## config.mk

```make
export PLATFORM = sky130hd
export DESIGN_NAME = gamepad_input_conditioner_core
export DESIGN_NICKNAME = d
export VERILOG_FILES = /design/src/sv/gic_pkg.sv /design/src/sv/gic_div.sv /design/src/sv/gamepad_input_conditioner_core.sv
export VERILOG_INCLUDE_DIRS = /design/src /design/src/sv
export SDC_FILE = /design/constraint.sdc
export NUM_CORES = 1
export LEC_CHECK = 0
export ABC_AREA = 1
export BUFFER_PORTS_ARGS = -buffer_cell sky130_fd_sc_hd__clkbuf_2
export CAP_MARGIN = 20
export CORE_ASPECT_RATIO = 0.9
export CORE_MARGIN = 5
export CORE_UTILIZATION = 35
export CTS_CLUSTER_SIZE = 8
export DETAILED_ROUTE_END_ITERATION = 12
export PLACE_DENSITY = 0.58
export SETUP_SLACK_MARGIN = 0.5
export SLEW_MARGIN = 20
export SYNTH_ARGS = -nofsm -noshare
export SYNTH_HDL_FRONTEND = slang
export SYNTH_SLANG_ARGS = --single-unit
export TNS_END_PERCENT = 50
```

## constraint.sdc

```tcl
create_clock -name clk -period 14 [get_ports clk]
set_input_delay 0.7 -clock clk [delete_from_list [all_inputs] [get_ports clk]]
set_output_delay 0.7 -clock clk [all_outputs]
set_load 0.05 [all_outputs]
```

## src/sv/gamepad_input_conditioner_core_assert.svh

```systemverilog
// Assertion macros for the gamepad input conditioner.
// Each macro expects signals named clk and rst in the including module.
`ifndef GAMEPAD_INPUT_CONDITIONER_CORE_ASSERT_SVH
`define GAMEPAD_INPUT_CONDITIONER_CORE_ASSERT_SVH

// The consequent must hold in the same cycle as the antecedent.
`define GIC_ASSERT_IMP(label, ante, cons) \
  label: assert property (@(posedge clk) disable iff (rst) (ante) |-> (cons)) \
    else $error("gamepad input conditioner: same-cycle check failed");

// The consequent must hold in the cycle after the antecedent.
`define GIC_ASSERT_NXT(label, ante, cons) \
  label: assert property (@(posedge clk) disable iff (rst) (ante) |=> (cons)) \
    else $error("gamepad input conditioner: next-cycle check failed");

`endif

```

## src/sv/gic_pkg.sv

```systemverilog
// Package for the gamepad input conditioner: constants, register codes,
// sequencer states and the divider request and response types. No dependencies.
`timescale 1ns / 1ps

package gic_pkg;

  localparam int PORT_COUNT = 4;
  localparam int PORT_W     = 2;
  localparam int PORT_SLOTS = 2 ** PORT_W;
  localparam int SUM_CAP    = 4;
  localparam int COUNT_W    = 3;
  localparam int SUM_W      = 10;
  localparam int DIV_W      = 16;
  localparam int DIV_STEP_W = 5;
  localparam int MOD_STEPS  = DIV_W;
  localparam int AVG_STEPS  = SUM_W;
  localparam int AVG_SHIFT  = DIV_W - SUM_W;
  localparam int PADDR_W    = 4;

  localparam logic [1:0] REG_REPEAT_DELAY    = 2'd0;
  localparam logic [1:0] REG_REPEAT_PERIOD   = 2'd1;
  localparam logic [1:0] REG_STICK_THRESHOLD = 2'd2;
  localparam logic [1:0] REG_BUTTON_MASK     = 2'd3;

  localparam logic [15:0] RESET_REPEAT_DELAY    = 16'd15;
  localparam logic [15:0] RESET_REPEAT_PERIOD   = 16'd5;
  localparam logic [6:0]  RESET_STICK_THRESHOLD = 7'd50;
  localparam logic [15:0] RESET_BUTTON_MASK     = 16'hFFFF;

  localparam logic [3:0] DIR_LEFT  = 4'b0001;
  localparam logic [3:0] DIR_RIGHT = 4'b0010;
  localparam logic [3:0] DIR_DOWN  = 4'b0100;
  localparam logic [3:0] DIR_UP    = 4'b1000;

  typedef enum logic [2:0] {
    ST_IDLE,
    ST_EVAL,
    ST_MOD,
    ST_AVG_START,
    ST_AVGX,
    ST_AVGY,
    ST_DONE
  } state_t;

  typedef struct packed {
    logic                  start;
    logic [DIV_W-1:0]      dividend;
    logic [DIV_W-1:0]      divisor;
    logic [DIV_STEP_W-1:0] steps;
  } div_req_t;

  typedef struct packed {
    logic             busy;
    logic             done;
    logic [DIV_W-1:0] quot;
    logic [DIV_W-1:0] rem;
  } div_rsp_t;

endpackage

```

## src/sv/gic_div.sv

```systemverilog
// Shared restoring divider for the gamepad input conditioner, one quotient
// bit per cycle over a requested number of steps. Depends on gic_pkg.
`timescale 1ns / 1ps

module gic_div (
  input  logic             clk,
  input  logic             rst,
  input  gic_pkg::div_req_t req,
  output gic_pkg::div_rsp_t rsp
);

  logic                           busy;
  logic                           done;
  logic [gic_pkg::DIV_STEP_W-1:0] cnt;
  logic [gic_pkg::DIV_W-1:0]      rem;
  logic [gic_pkg::DIV_W-1:0]      quo;
  logic [gic_pkg::DIV_W-1:0]      dsr;
  logic [gic_pkg::DIV_W:0]        trial;
  logic [gic_pkg::DIV_W:0]        trial_sub;
  logic                           fits;

  assign trial     = {rem, quo[gic_pkg::DIV_W-1]};
  assign fits      = trial >= {1'b0, dsr};
  assign trial_sub = trial - {1'b0, dsr};

  always_ff @(posedge clk) begin
    if (rst) begin
      busy <= 1'b0;
      done <= 1'b0;
      cnt  <= '0;
    end else begin
      done <= busy && (cnt == gic_pkg::DIV_STEP_W'(1));
      if (req.start) begin
        busy <= 1'b1;
        cnt  <= req.steps;
      end else if (busy) begin
        cnt <= cnt - gic_pkg::DIV_STEP_W'(1);
        if (cnt == gic_pkg::DIV_STEP_W'(1)) begin
          busy <= 1'b0;
        end
      end
    end
  end

  always_ff @(posedge clk) begin
    if (req.start) begin
      rem <= '0;
      quo <= req.dividend;
      dsr <= req.divisor;
    end else if (busy) begin
      rem <= fits ? trial_sub[gic_pkg::DIV_W-1:0] : trial[gic_pkg::DIV_W-1:0];
      quo <= {quo[gic_pkg::DIV_W-2:0], fits};
    end
  end

  assign rsp.busy = busy;
  assign rsp.done = done;
  assign rsp.quot = quo;
  assign rsp.rem  = rem;

endmodule

```

## src/sv/gamepad_input_conditioner_core.sv

```systemverilog
// Gamepad input conditioner top level: per-port edge detection, autorepeat and
// frame averaging. Depends on gic_pkg, gic_div and the assertion header.
// The latched word is evaluated, then the shared divider forms a remainder when the repeat
// phase needs one, and the x and y means at a frame end that forms a mean.
// A new word is accepted only after the result is loaded into the output register; the shared divider is used in turn.
// Synchronous reset restores register defaults and clears all per-port and frame state.
`timescale 1ns / 1ps
`include "gamepad_input_conditioner_core_assert.svh"

module gamepad_input_conditioner_core (
  input  logic                         clk,
  input  logic                         rst,
  input  logic                         in_valid,
  output logic                         in_stall,
  input  logic [1:0]                   port,
  input  logic                         port_error,
  input  logic [15:0]                  raw_buttons,
  input  logic signed [7:0]            stick_x,
  input  logic signed [7:0]            stick_y,
  input  logic                         frame_last,
  output logic                         out_valid,
  input  logic                         out_stall,
  output logic [15:0]                  buttons_held,
  output logic [15:0]                  buttons_pressed,
  output logic [15:0]                  buttons_released,
  output logic [3:0]                   stick_dir,
  output logic [3:0]                   stick_dir_pressed,
  output logic [3:0]                   stick_dir_released,
  output logic                         repeat_pulse,
  output logic                         port_lost,
  output logic                         port_live,
  output logic                         frame_done,
  output logic signed [7:0]            avg_stick_x,
  output logic signed [7:0]            avg_stick_y,
  input  logic                         psel,
  input  logic                         penable,
  input  logic                         pwrite,
  input  logic [gic_pkg::PADDR_W-1:0]  paddr,
  input  logic [31:0]                  pwdata,
  output logic [31:0]                  prdata,
  output logic                         pready
);

  localparam int SW = gic_pkg::SUM_W;
  localparam int CW = gic_pkg::COUNT_W;

  gic_pkg::state_t   state;
  gic_pkg::state_t   state_next;
  gic_pkg::div_req_t div_req;
  gic_pkg::div_rsp_t div_rsp;

  logic [15:0] repeat_delay;
  logic [15:0] repeat_period;
  logic [6:0]  stick_threshold;
  logic [15:0] button_mask;
  logic [1:0]  cfg_index;
  logic        cfg_write;

  logic [gic_pkg::PORT_W-1:0] port_r;
  logic                       err_r;
  logic [15:0]                raw_r;
  logic [7:0]                 sx_r;
  logic [7:0]                 sy_r;
  logic                       last_r;

  logic [15:0] prev_buttons   [gic_pkg::PORT_SLOTS];
  logic [3:0]  prev_direction [gic_pkg::PORT_SLOTS];
  logic [15:0] hold_count     [gic_pkg::PORT_SLOTS];
  logic        port_dead      [gic_pkg::PORT_SLOTS];
  logic [SW-1:0] frame_sum_x;
  logic [SW-1:0] frame_sum_y;
  logic [CW-1:0] frame_live_count;
  logic [7:0]    last_avg_x;
  logic [7:0]    last_avg_y;

  logic [15:0] res_held;
  logic [15:0] res_pressed;
  logic [15:0] res_released;
  logic [3:0]  res_dir;
  logic [3:0]  res_dpressed;
  logic [3:0]  res_dreleased;
  logic        res_pulse;
  logic        res_lost;
  logic        res_live;
  logic        res_done;
  logic        avg_pending;
  logic [SW-1:0] avg_num_x;
  logic [SW-1:0] avg_num_y;
  logic [CW-1:0] avg_den;

  logic               present;
  logic               alive;
  logic               go_dead;
  logic               is_live;
  logic [15:0]        held_c;
  logic [15:0]        pb;
  logic [3:0]         pd;
  logic [3:0]         dir_c;
  logic signed [8:0]  sx9;
  logic signed [8:0]  sy9;
  logic signed [8:0]  thr9;
  logic signed [8:0]  neg_thr9;
  logic               holding;
  logic [15:0]        hc;
  logic [15:0]        hc_inc;
  logic               not_sat;
  logic [15:0]        per_c;
  logic               reach;
  logic [15:0]        phase;
  logic               repeat_hit;
  logic               need_mod;
  logic               pulse_now;
  logic               add_frame;
  logic [SW-1:0]      sum_x_new;
  logic [SW-1:0]      sum_y_new;
  logic [CW-1:0]      count_new;
  logic               avg_needed;
  logic               out_load;
  logic [SW-1:0]      mag_x;
  logic [SW-1:0]      mag_y;
  logic [SW-1:0]      quot_s;
  logic [SW-1:0]      quot_neg;

  gic_div u_div (
    .clk (clk),
    .rst (rst),
    .req (div_req),
    .rsp (div_rsp)
  );

  // Configuration port.
  assign pready    = 1'b1;
  assign cfg_index = paddr[3:2];
  assign cfg_write = psel && penable && pwrite && pready;

  always_comb begin
    prdata = '0;
    unique case (cfg_index)
      gic_pkg::REG_REPEAT_DELAY:    prdata = {16'd0, repeat_delay};
      gic_pkg::REG_REPEAT_PERIOD:   prdata = {16'd0, repeat_period};
      gic_pkg::REG_STICK_THRESHOLD: prdata = {25'd0, stick_threshold};
      gic_pkg::REG_BUTTON_MASK:     prdata = {16'd0, button_mask};
      default:                      prdata = '0;
    endcase
  end

  always_ff @(posedge clk) begin
    if (rst) begin
      repeat_delay    <= gic_pkg::RESET_REPEAT_DELAY;
      repeat_period   <= gic_pkg::RESET_REPEAT_PERIOD;
      stick_threshold <= gic_pkg::RESET_STICK_THRESHOLD;
      button_mask     <= gic_pkg::RESET_BUTTON_MASK;
    end else if (cfg_write) begin
      unique case (cfg_index)
        gic_pkg::REG_REPEAT_DELAY:    repeat_delay    <= pwdata[15:0];
        gic_pkg::REG_REPEAT_PERIOD:   repeat_period   <= pwdata[15:0];
        gic_pkg::REG_STICK_THRESHOLD: stick_threshold <= pwdata[6:0];
        gic_pkg::REG_BUTTON_MASK:     button_mask     <= pwdata[15:0];
        default:                      ;
      endcase
    end
  end

  // Per-port evaluation of the latched word.
  assign present  = {2'b00, port_r} < 4'(gic_pkg::PORT_COUNT);
  assign alive    = present && !port_dead[port_r];
  assign go_dead  = alive && err_r;
  assign is_live  = alive && !err_r;
  assign held_c   = raw_r & button_mask;
  assign pb       = prev_buttons[port_r];
  assign pd       = prev_direction[port_r];
  assign sx9      = signed'({sx_r[7], sx_r});
  assign sy9      = signed'({sy_r[7], sy_r});
  assign thr9     = signed'({2'b00, stick_threshold});
  assign neg_thr9 = -thr9;

  always_comb begin
    dir_c = '0;
    if (sx9 < neg_thr9) begin
      dir_c = dir_c | gic_pkg::DIR_LEFT;
    end else if (sx9 > thr9) begin
      dir_c = dir_c | gic_pkg::DIR_RIGHT;
    end
    if (sy9 < neg_thr9) begin
      dir_c = dir_c | gic_pkg::DIR_DOWN;
    end else if (sy9 > thr9) begin
      dir_c = dir_c | gic_pkg::DIR_UP;
    end
  end

  assign holding    = ((held_c != '0) || (dir_c != '0)) && (held_c == pb) && (dir_c == pd);
  assign hc         = hold_count[port_r];
  assign hc_inc     = hc + 16'd1;
  assign not_sat    = hc != 16'hFFFF;
  assign per_c      = (repeat_period == '0) ? 16'd1 : repeat_period;
  assign reach      = hc_inc >= repeat_delay;
  assign phase      = hc_inc - repeat_delay;
  assign repeat_hit = is_live && holding && not_sat && reach;
  assign need_mod   = repeat_hit && (per_c != 16'd1);
  assign pulse_now  = repeat_hit && (per_c == 16'd1);

  assign add_frame  = is_live && (frame_live_count < CW'(gic_pkg::SUM_CAP));
  assign sum_x_new  = add_frame ? frame_sum_x + {{(SW-8){sx_r[7]}}, sx_r} : frame_sum_x;
  assign sum_y_new  = add_frame ? frame_sum_y + {{(SW-8){sy_r[7]}}, sy_r} : frame_sum_y;
  assign count_new  = add_frame ? frame_live_count + CW'(1) : frame_live_count;
  assign avg_needed = last_r && (count_new != '0);

  assign mag_x    = avg_num_x[SW-1] ? (~avg_num_x + SW'(1)) : avg_num_x;
  assign mag_y    = avg_num_y[SW-1] ? (~avg_num_y + SW'(1)) : avg_num_y;
  assign quot_s   = div_rsp.quot[SW-1:0];
  assign quot_neg = ~quot_s + SW'(1);

  assign in_stall = (state != gic_pkg::ST_IDLE);

  // Sequencer.
  always_ff @(posedge clk) begin
    if (rst) begin
      state <= gic_pkg::ST_IDLE;
    end else begin
      state <= state_next;
    end
  end

  always_comb begin
    state_next = state;
    div_req    = '0;
    out_load   = 1'b0;
    unique case (state)
      gic_pkg::ST_IDLE: begin
        if (in_valid) begin
          state_next = gic_pkg::ST_EVAL;
        end
      end
      gic_pkg::ST_EVAL: begin
        priority if (need_mod) begin
          div_req.start    = 1'b1;
          div_req.dividend = phase;
          div_req.divisor  = per_c;
          div_req.steps    = gic_pkg::DIV_STEP_W'(gic_pkg::MOD_STEPS);
          state_next       = gic_pkg::ST_MOD;
        end else if (avg_needed) begin
          state_next = gic_pkg::ST_AVG_START;
        end else begin
          state_next = gic_pkg::ST_DONE;
        end
      end
      gic_pkg::ST_MOD: begin
        if (div_rsp.done) begin
          state_next = avg_pending ? gic_pkg::ST_AVG_START : gic_pkg::ST_DONE;
        end
      end
      gic_pkg::ST_AVG_START: begin
        div_req.start    = 1'b1;
        div_req.dividend = {mag_x, {gic_pkg::AVG_SHIFT{1'b0}}};
        div_req.divisor  = gic_pkg::DIV_W'(avg_den);
        div_req.steps    = gic_pkg::DIV_STEP_W'(gic_pkg::AVG_STEPS);
        state_next       = gic_pkg::ST_AVGX;
      end
      gic_pkg::ST_AVGX: begin
        if (div_rsp.done) begin
          div_req.start    = 1'b1;
          div_req.dividend = {mag_y, {gic_pkg::AVG_SHIFT{1'b0}}};
          div_req.divisor  = gic_pkg::DIV_W'(avg_den);
          div_req.steps    = gic_pkg::DIV_STEP_W'(gic_pkg::AVG_STEPS);
          state_next       = gic_pkg::ST_AVGY;
        end
      end
      gic_pkg::ST_AVGY: begin
        if (div_rsp.done) begin
          state_next = gic_pkg::ST_DONE;
        end
      end
      gic_pkg::ST_DONE: begin
        if (!out_valid || !out_stall) begin
          out_load   = 1'b1;
          state_next = gic_pkg::ST_IDLE;
        end
      end
      default: begin
        state_next = gic_pkg::ST_IDLE;
      end
    endcase
  end

  // Input capture and per-word results.
  always_ff @(posedge clk) begin
    if ((state == gic_pkg::ST_IDLE) && in_valid) begin
      port_r <= port;
      err_r  <= port_error;
      raw_r  <= raw_buttons;
      sx_r   <= stick_x;
      sy_r   <= stick_y;
      last_r <= frame_last;
    end
    if (state == gic_pkg::ST_EVAL) begin
      res_held      <= is_live ? held_c : '0;
      res_pressed   <= is_live ? ((pb ^ held_c) & held_c) : '0;
      res_released  <= is_live ? ((pb ^ held_c) & pb) : '0;
      res_dir       <= is_live ? dir_c : '0;
      res_dpressed  <= is_live ? ((pd ^ dir_c) & dir_c) : '0;
      res_dreleased <= is_live ? ((pd ^ dir_c) & pd) : '0;
      res_pulse     <= pulse_now;
      res_lost      <= go_dead;
      res_live      <= is_live;
      res_done      <= avg_needed;
      avg_num_x     <= sum_x_new;
      avg_num_y     <= sum_y_new;
      avg_den       <= count_new;
    end
    if ((state == gic_pkg::ST_MOD) && div_rsp.done) begin
      res_pulse <= (div_rsp.rem == '0);
    end
  end

  // Per-port and frame state.
  always_ff @(posedge clk) begin
    if (rst) begin
      for (int i = 0; i < gic_pkg::PORT_SLOTS; i++) begin
        prev_buttons[i]   <= '0;
        prev_direction[i] <= '0;
        hold_count[i]     <= '0;
        port_dead[i]      <= 1'b0;
      end
      frame_sum_x      <= '0;
      frame_sum_y      <= '0;
      frame_live_count <= '0;
      last_avg_x       <= '0;
      last_avg_y       <= '0;
      avg_pending      <= 1'b0;
    end else begin
      if (state == gic_pkg::ST_EVAL) begin
        avg_pending <= avg_needed;
        if (go_dead) begin
          port_dead[port_r] <= 1'b1;
        end
        if (is_live) begin
          prev_buttons[port_r]   <= held_c;
          prev_direction[port_r] <= dir_c;
          if (!holding) begin
            hold_count[port_r] <= '0;
          end else if (not_sat) begin
            hold_count[port_r] <= hc_inc;
          end
        end
        if (last_r) begin
          frame_sum_x      <= '0;
          frame_sum_y      <= '0;
          frame_live_count <= '0;
        end else begin
          frame_sum_x      <= sum_x_new;
          frame_sum_y      <= sum_y_new;
          frame_live_count <= count_new;
        end
      end
      if ((state == gic_pkg::ST_AVGX) && div_rsp.done) begin
        last_avg_x <= avg_num_x[SW-1] ? quot_neg[7:0] : quot_s[7:0];
      end
      if ((state == gic_pkg::ST_AVGY) && div_rsp.done) begin
        last_avg_y <= avg_num_y[SW-1] ? quot_neg[7:0] : quot_s[7:0];
      end
    end
  end

  // Output register for the result word.
  always_ff @(posedge clk) begin
    if (rst) begin
      out_valid <= 1'b0;
    end else if (out_load) begin
      out_valid <= 1'b1;
    end else if (!out_stall) begin
      out_valid <= 1'b0;
    end
  end

  always_ff @(posedge clk) begin
    if (out_load) begin
      buttons_held       <= res_held;
      buttons_pressed    <= res_pressed;
      buttons_released   <= res_released;
      stick_dir          <= res_dir;
      stick_dir_pressed  <= res_dpressed;
      stick_dir_released <= res_dreleased;
      repeat_pulse       <= res_pulse;
      port_lost          <= res_lost;
      port_live          <= res_live;
      frame_done         <= res_done;
      avg_stick_x        <= signed'(last_avg_x);
      avg_stick_y        <= signed'(last_avg_y);
    end
  end

  `GIC_ASSERT_NXT(a_accept_to_eval, in_valid && !in_stall, state == gic_pkg::ST_EVAL)
  `GIC_ASSERT_IMP(a_div_start_free, div_req.start, !div_rsp.busy)
  `GIC_ASSERT_IMP(a_div_done_owner, div_rsp.done,
                  state == gic_pkg::ST_MOD || state == gic_pkg::ST_AVGX ||
                  state == gic_pkg::ST_AVGY)
  `GIC_ASSERT_IMP(a_count_cap, 1'b1, frame_live_count <= CW'(gic_pkg::SUM_CAP))
  `GIC_ASSERT_IMP(a_load_free, out_load, !out_valid || !out_stall)

endmodule

```

Word-level counts from Yosys, hierarchy flattened
Memory sizes are Yosys's and may differ from the RTL's. A register that Yosys moved wholly into a read port is not among the register bits.
Index checks and enable logic that the tools add are counted.

storage, ports and cells
  flip-flop bits (word level) = 357
  bits in writable memories = 148
  input port bits = 79
  output and inout port bits = 115
  memories kept = 4

cells by class
  $add $sub $neg = 11
  $lt $le $gt $ge = 7
  equal/unequal tests = 21
  muxes and demuxes = 80
  bitwise logic cells = 11
  reduce and logical (&&, ||, !) cells = 43

memories
  memory          depth  bits a word  rd ports  clocked after memory_dff  write ports  RTL line                              text
  hold_count      4      16           1         1                         4            gamepad_input_conditioner_core.sv:68  logic [15:0] hold_count [gic_pkg::PORT_SLOTS];
  prev_buttons    4      16           1         1                         4            gamepad_input_conditioner_core.sv:66  logic [15:0] prev_buttons [gic_pkg::PORT_SLOTS];
  prev_direction  4      4            1         1                         4            gamepad_input_conditioner_core.sv:67  logic [3:0] prev_direction [gic_pkg::PORT_SLOTS];
  port_dead       4      1            1         1                         4            gamepad_input_conditioner_core.sv:69  logic port_dead [gic_pkg::PORT_SLOTS];

operators with widths
  cell                     count
  $pmux W32 S4             1
  $pmux W38 S3             1
  $mux W16                 7
  $mux W38                 2
  $mux W10                 6
  $and A16 B16 Y16         3
  $mux W1                  35
  $logic_not A16 Y1        2
  $reduce_or A16 Y1        2
  $sub A16 B16 Y16         2
  $mux W3                  10
  $pmux W3 S7              1
  $add A10 B1 Y10 const B  2
  $add A10 B10 Y10         2
  $mux W2                  10
  $not A10 Y10             2
  $logic_and A1 B1 Y1      18
  $lt A8 B9 Y1             2
  $ge A17 B16 Y1           1
  $add A16 B1 Y16 const B  1
  $eq A16 B1 Y1 const B    1
  $eq A16 B16 Y1           1
  $ge A16 B16 Y1           1
  $gt A8 B8 Y1             2
  36 further kinds         58

Depth between registers and ports, before layout
  depth after elaboration = 17
  mapped depth = 31
  depth with buffers taken out = 31

Hierarchy
Synthesis repeated with hierarchy kept, for this count alone.

unflattened totals
  cell total of the unflattened synthesis = 2698
  area total of the unflattened synthesis = 25411.9 um2

by module, submodules not included
  module                          times used  cells an instance  area each (um2)  sequential area each (um2)
  gamepad_input_conditioner_core  1           2244               21928.5          12562.0
  gic_div                         1           454                3483.3           1421.4

Least setup slack after synthesis
No wires, ideal clock.

  path type = register to register
  start = reg state[0]
  end = mem prev_buttons[3][0] (enable)
  arrival = 6.583 ns
  data required time = 13.575 ns
  slack = 6.992 ns
  stages on the path, launching flop included = 9
  buffers on the path = 0
  clock period less this slack = 7.008 ns
  cells stage by stage = dfxtp_1 inv_1 nor2_1 inv_1 nor2_1 inv_1 nor2_2 inv_1 o21ai_0

RTL lines
  element                 RTL line                               text
  from (decl)             gamepad_input_conditioner_core.sv:47   gic_pkg::state_t state;
  from (signal assigned)  gamepad_input_conditioner_core.sv:218  state <= gic_pkg::ST_IDLE;
  from (signal assigned)  gamepad_input_conditioner_core.sv:220  state <= state_next;
  to (decl)               gamepad_input_conditioner_core.sv:66

==> metrics.yaml <==
syn_to_final_growth_pct: 15.1
finalClockSkew_ps: 32.1
synth_cell_types: 66
clock_path_buffers: 3
path_max_fanout: 17
p_leak_nw: 11.6
vias: 18400
remaining_drc_errors: 0
ios: 194
synth_seq_area_share: 0.566
wl_um: 65200
cts_buffers: 73
antenna_found_initial: 1
cts_tree: "done"
dieArea_mm2: 0.0760
crit_arrival_ps: 6210
fp.dieH_um: 262
use_met3: 0.0320
grt_pass1_wl_um: 99800
synth_area_mm2: 0.0247
reg_top3: "hold_count: 64 flops, prev_buttons: 64 flops"
gr-usage-all-layers: 0.166
cts_sinks: 507
async_flop_share: 0
worst_ep_required_time_ps: 14090
period_needed_ps: 6120
first_global_vias: 17600
setup_tns_ps: 0
ys_top_cells_by_area: "edfxtp_1, dfxtp_1, nand2_1"
synth_cells: 2547
peakVddDrop_mv: 0.0831
portBuffers: 158
fin_nets: 2906
first_iter_violations: 1357
fmax_mhz: 163
met2_usage: 0.257
htree_levels: 3
first_pass_iters: 5
synth_ff_type: "edfxtp_1"
synth_warnings: 0
min_path_type: "in2reg"
avgSynthCellArea_um2: 9.70
fillers: 6884
ctsResizeCount: 0
grt_overflow: 0
worstSetupStartpointType: "register"
use_met1: 0.241
critPathCaptureType: "register"
worst_pin_slew_ps: 1030
viasPerCell: 5.01
root_buffer: "clkbuf_16"
slew_headroom: 0.306
crit_type: "reg2reg"
die_width_um: 290
cts_setup_buffers: 0
wl_per_cell_um: 17.7
hpwlAfterDp_um: 45800
drive_gt1_frac: 0.123
detail-route-antenna-nets: 0
busiest_layer: "met2"
hold_viol_final: 0
ys_ff_latch: 507
grt_max_degree: 90
power.total_mw: 5.44
rsz0062_at_grt: "no"
finalSetupViolations: 0
synth_edf_count: 383
clk-insertion-delay-late_ps: 610
period_share: 0.437
cts-hold-fix-buffers: 0
cts.clk_slew.worst_paths_ps: 50
max-cap-violations: 0
synth_top_area_cell: "edfxtp_1"
yosysTopAreaCellShare: 0.466
row_count: 92
start_util: 0.353
core_area_mm2: 0.0700
drv_slew: 0
place_congestion: 0.879
power_density_mw_per_mm2: 191
outcome: "finished, final reports clean"
-- worst paths after layout --
kind                 startpoint                    end  slack [ps]  depth (start not counted)
max          stick_threshold[1]       hold_count[2][1]        7880                         24
min                  stick_y[7]                sy_r[7]         270                          1
max reg2reg  stick_threshold[1]       hold_count[2][1]        7880                         24
min reg2reg    res_dreleased[1]  stick_dir_released[1]         410                          0
-- placed cells by master (no fill, tap or decap), types with 8 or more instances in the layout --
| cell type | count |
|---|---|
| or2_2 | 11 |
| a21oi_1 | 214 |
| nor4_1 | 10 |
| nand3b_1 | 8 |
| xnor2_1 | 19 |
| o22ai_1 | 12 |
| nor2_1 | 286 |
| nand2_2 | 21 |
| a32oi_1 | 22 |
| o211ai_1 | 16 |
| nand4_1 | 27 |
| nand3_1 | 79 |
| nand2_1 | 451 |
| conb_1 | 17 |
| o21ai_0 | 135 |
| edfxtp_1 | 383 |
| o221ai_1 | 9 |
| clkbuf_16 | 74 |
| nor3_1 | 39 |
| buf_4 | 13 |
| ha_1 | 122 |
| inv_2 | 15 |
| inv_1 | 299 |
| xor2_1 | 46 |
| dfxtp_1 | 123 |
| clkbuf_2 | 158 |
| clkbuf_1 | 34 |
-- power breakdown --
group	internal, mW	switching, mW
combinational	0.528	1.24
sequential	1.91	0.139
clock	0.980	0.646
total	3.42	2.02
-- cell usage after synthesis, types with 6 or more instances --
cell,n
inv_2,14
nor4_1,10
ha_1,122
xnor2_1,19
or2_2,11
dfxtp_1,124
nand3b_1,8
nor2_2,6
nand2_1,451
edfxtp_1,383
o21bai_1,6
o21ai_0,136
o22ai_1,12
nand2_2,21
inv_1,300
clkbuf_1,64
o211ai_1,16
nand4_1,27
xor2_1,46
o221ai_1,9
nand3_1,79
nor2_1,289
buf_4,21
buf_2,10
a21oi_1,215
a32oi_1,22
nor3_1,39
buf_6,8
-- worst max-delay path, stage by stage, from the launching register on --
cell,delay [ps]
dfxtp_1,310
inv_1,190
ha_1,270
nand2_1,70
nor2_1,150
nand2_1,130
inv_1,100
ha_1,260
nand2_1,70
inv_1,40
nand2_1,70
inv_1,40
a21boi_1,160
nand3_1,120
nand2_2,300
inv_1,110
nor2_1,150
inv_1,160
ha_1,310
nand4_1,210
nor4b_1,770
and2_4,320
nand4_4,140
nand2_2,430
nand2_1,710
-- metrics by stage --
step / worst slack (ps) / utilization / hold WS (ps) / std cells / area, um^2
6_report: 7880 / 0.406 / 273 / 3682 / 28400
5_1_grt: 7270 / 0.406 / 244 / 3681 / 28400
4_1_cts: 7820 / 0.406 / 233 / 3681 / 28400
3_5_place_dp: 7850 / 0.376 / 405 / 3566 / 26300
3_3_place_gp: 7980 / 0.376 / 405 / 3566 / 26300
2_1_floorplan: 6990 / - / 400 / 2562 / 24800
-- layout make-up --
type | count | area, um^2 | area share
clock inverters | 6 | 124 | 0.00436
flip-flops and latches | 507 | 14000 | 0.492
clock buffers | 109 | 1990 | 0.0701
diodes | 1 | 2.50 | 0.0000880
repair buffers | 172 | 908 | 0.0319
inverters | 316 | 1190 | 0.0417
multi-input cells | 1631 | 9060 | 0.319
well taps | 940 | 1180 | 0.0414
-- kinds of logic (layout without fill, tap and decap cells) --
family                     Yosys count  count (layout)  share of synthesized area
AOI/OAI and AO/OA                  460             460                      0.107
xor gates and xnor gates            65              65                     0.0231
adders and majority gates          126             126                     0.0651
buffers and inverters              424             603                     0.0706
DFF                                507             507                      0.566
other                                2              18                   0.000304
and+or+nand+nor                    963             963                      0.168
-- per-layer routing --
metal  vias up  routed length (um)
met5         -                   0
met4         0                1240
met3        82                4230
met2       590               28800
met1      8824               30900
li1       8938                   -
(Power assumes the default switching activity.)
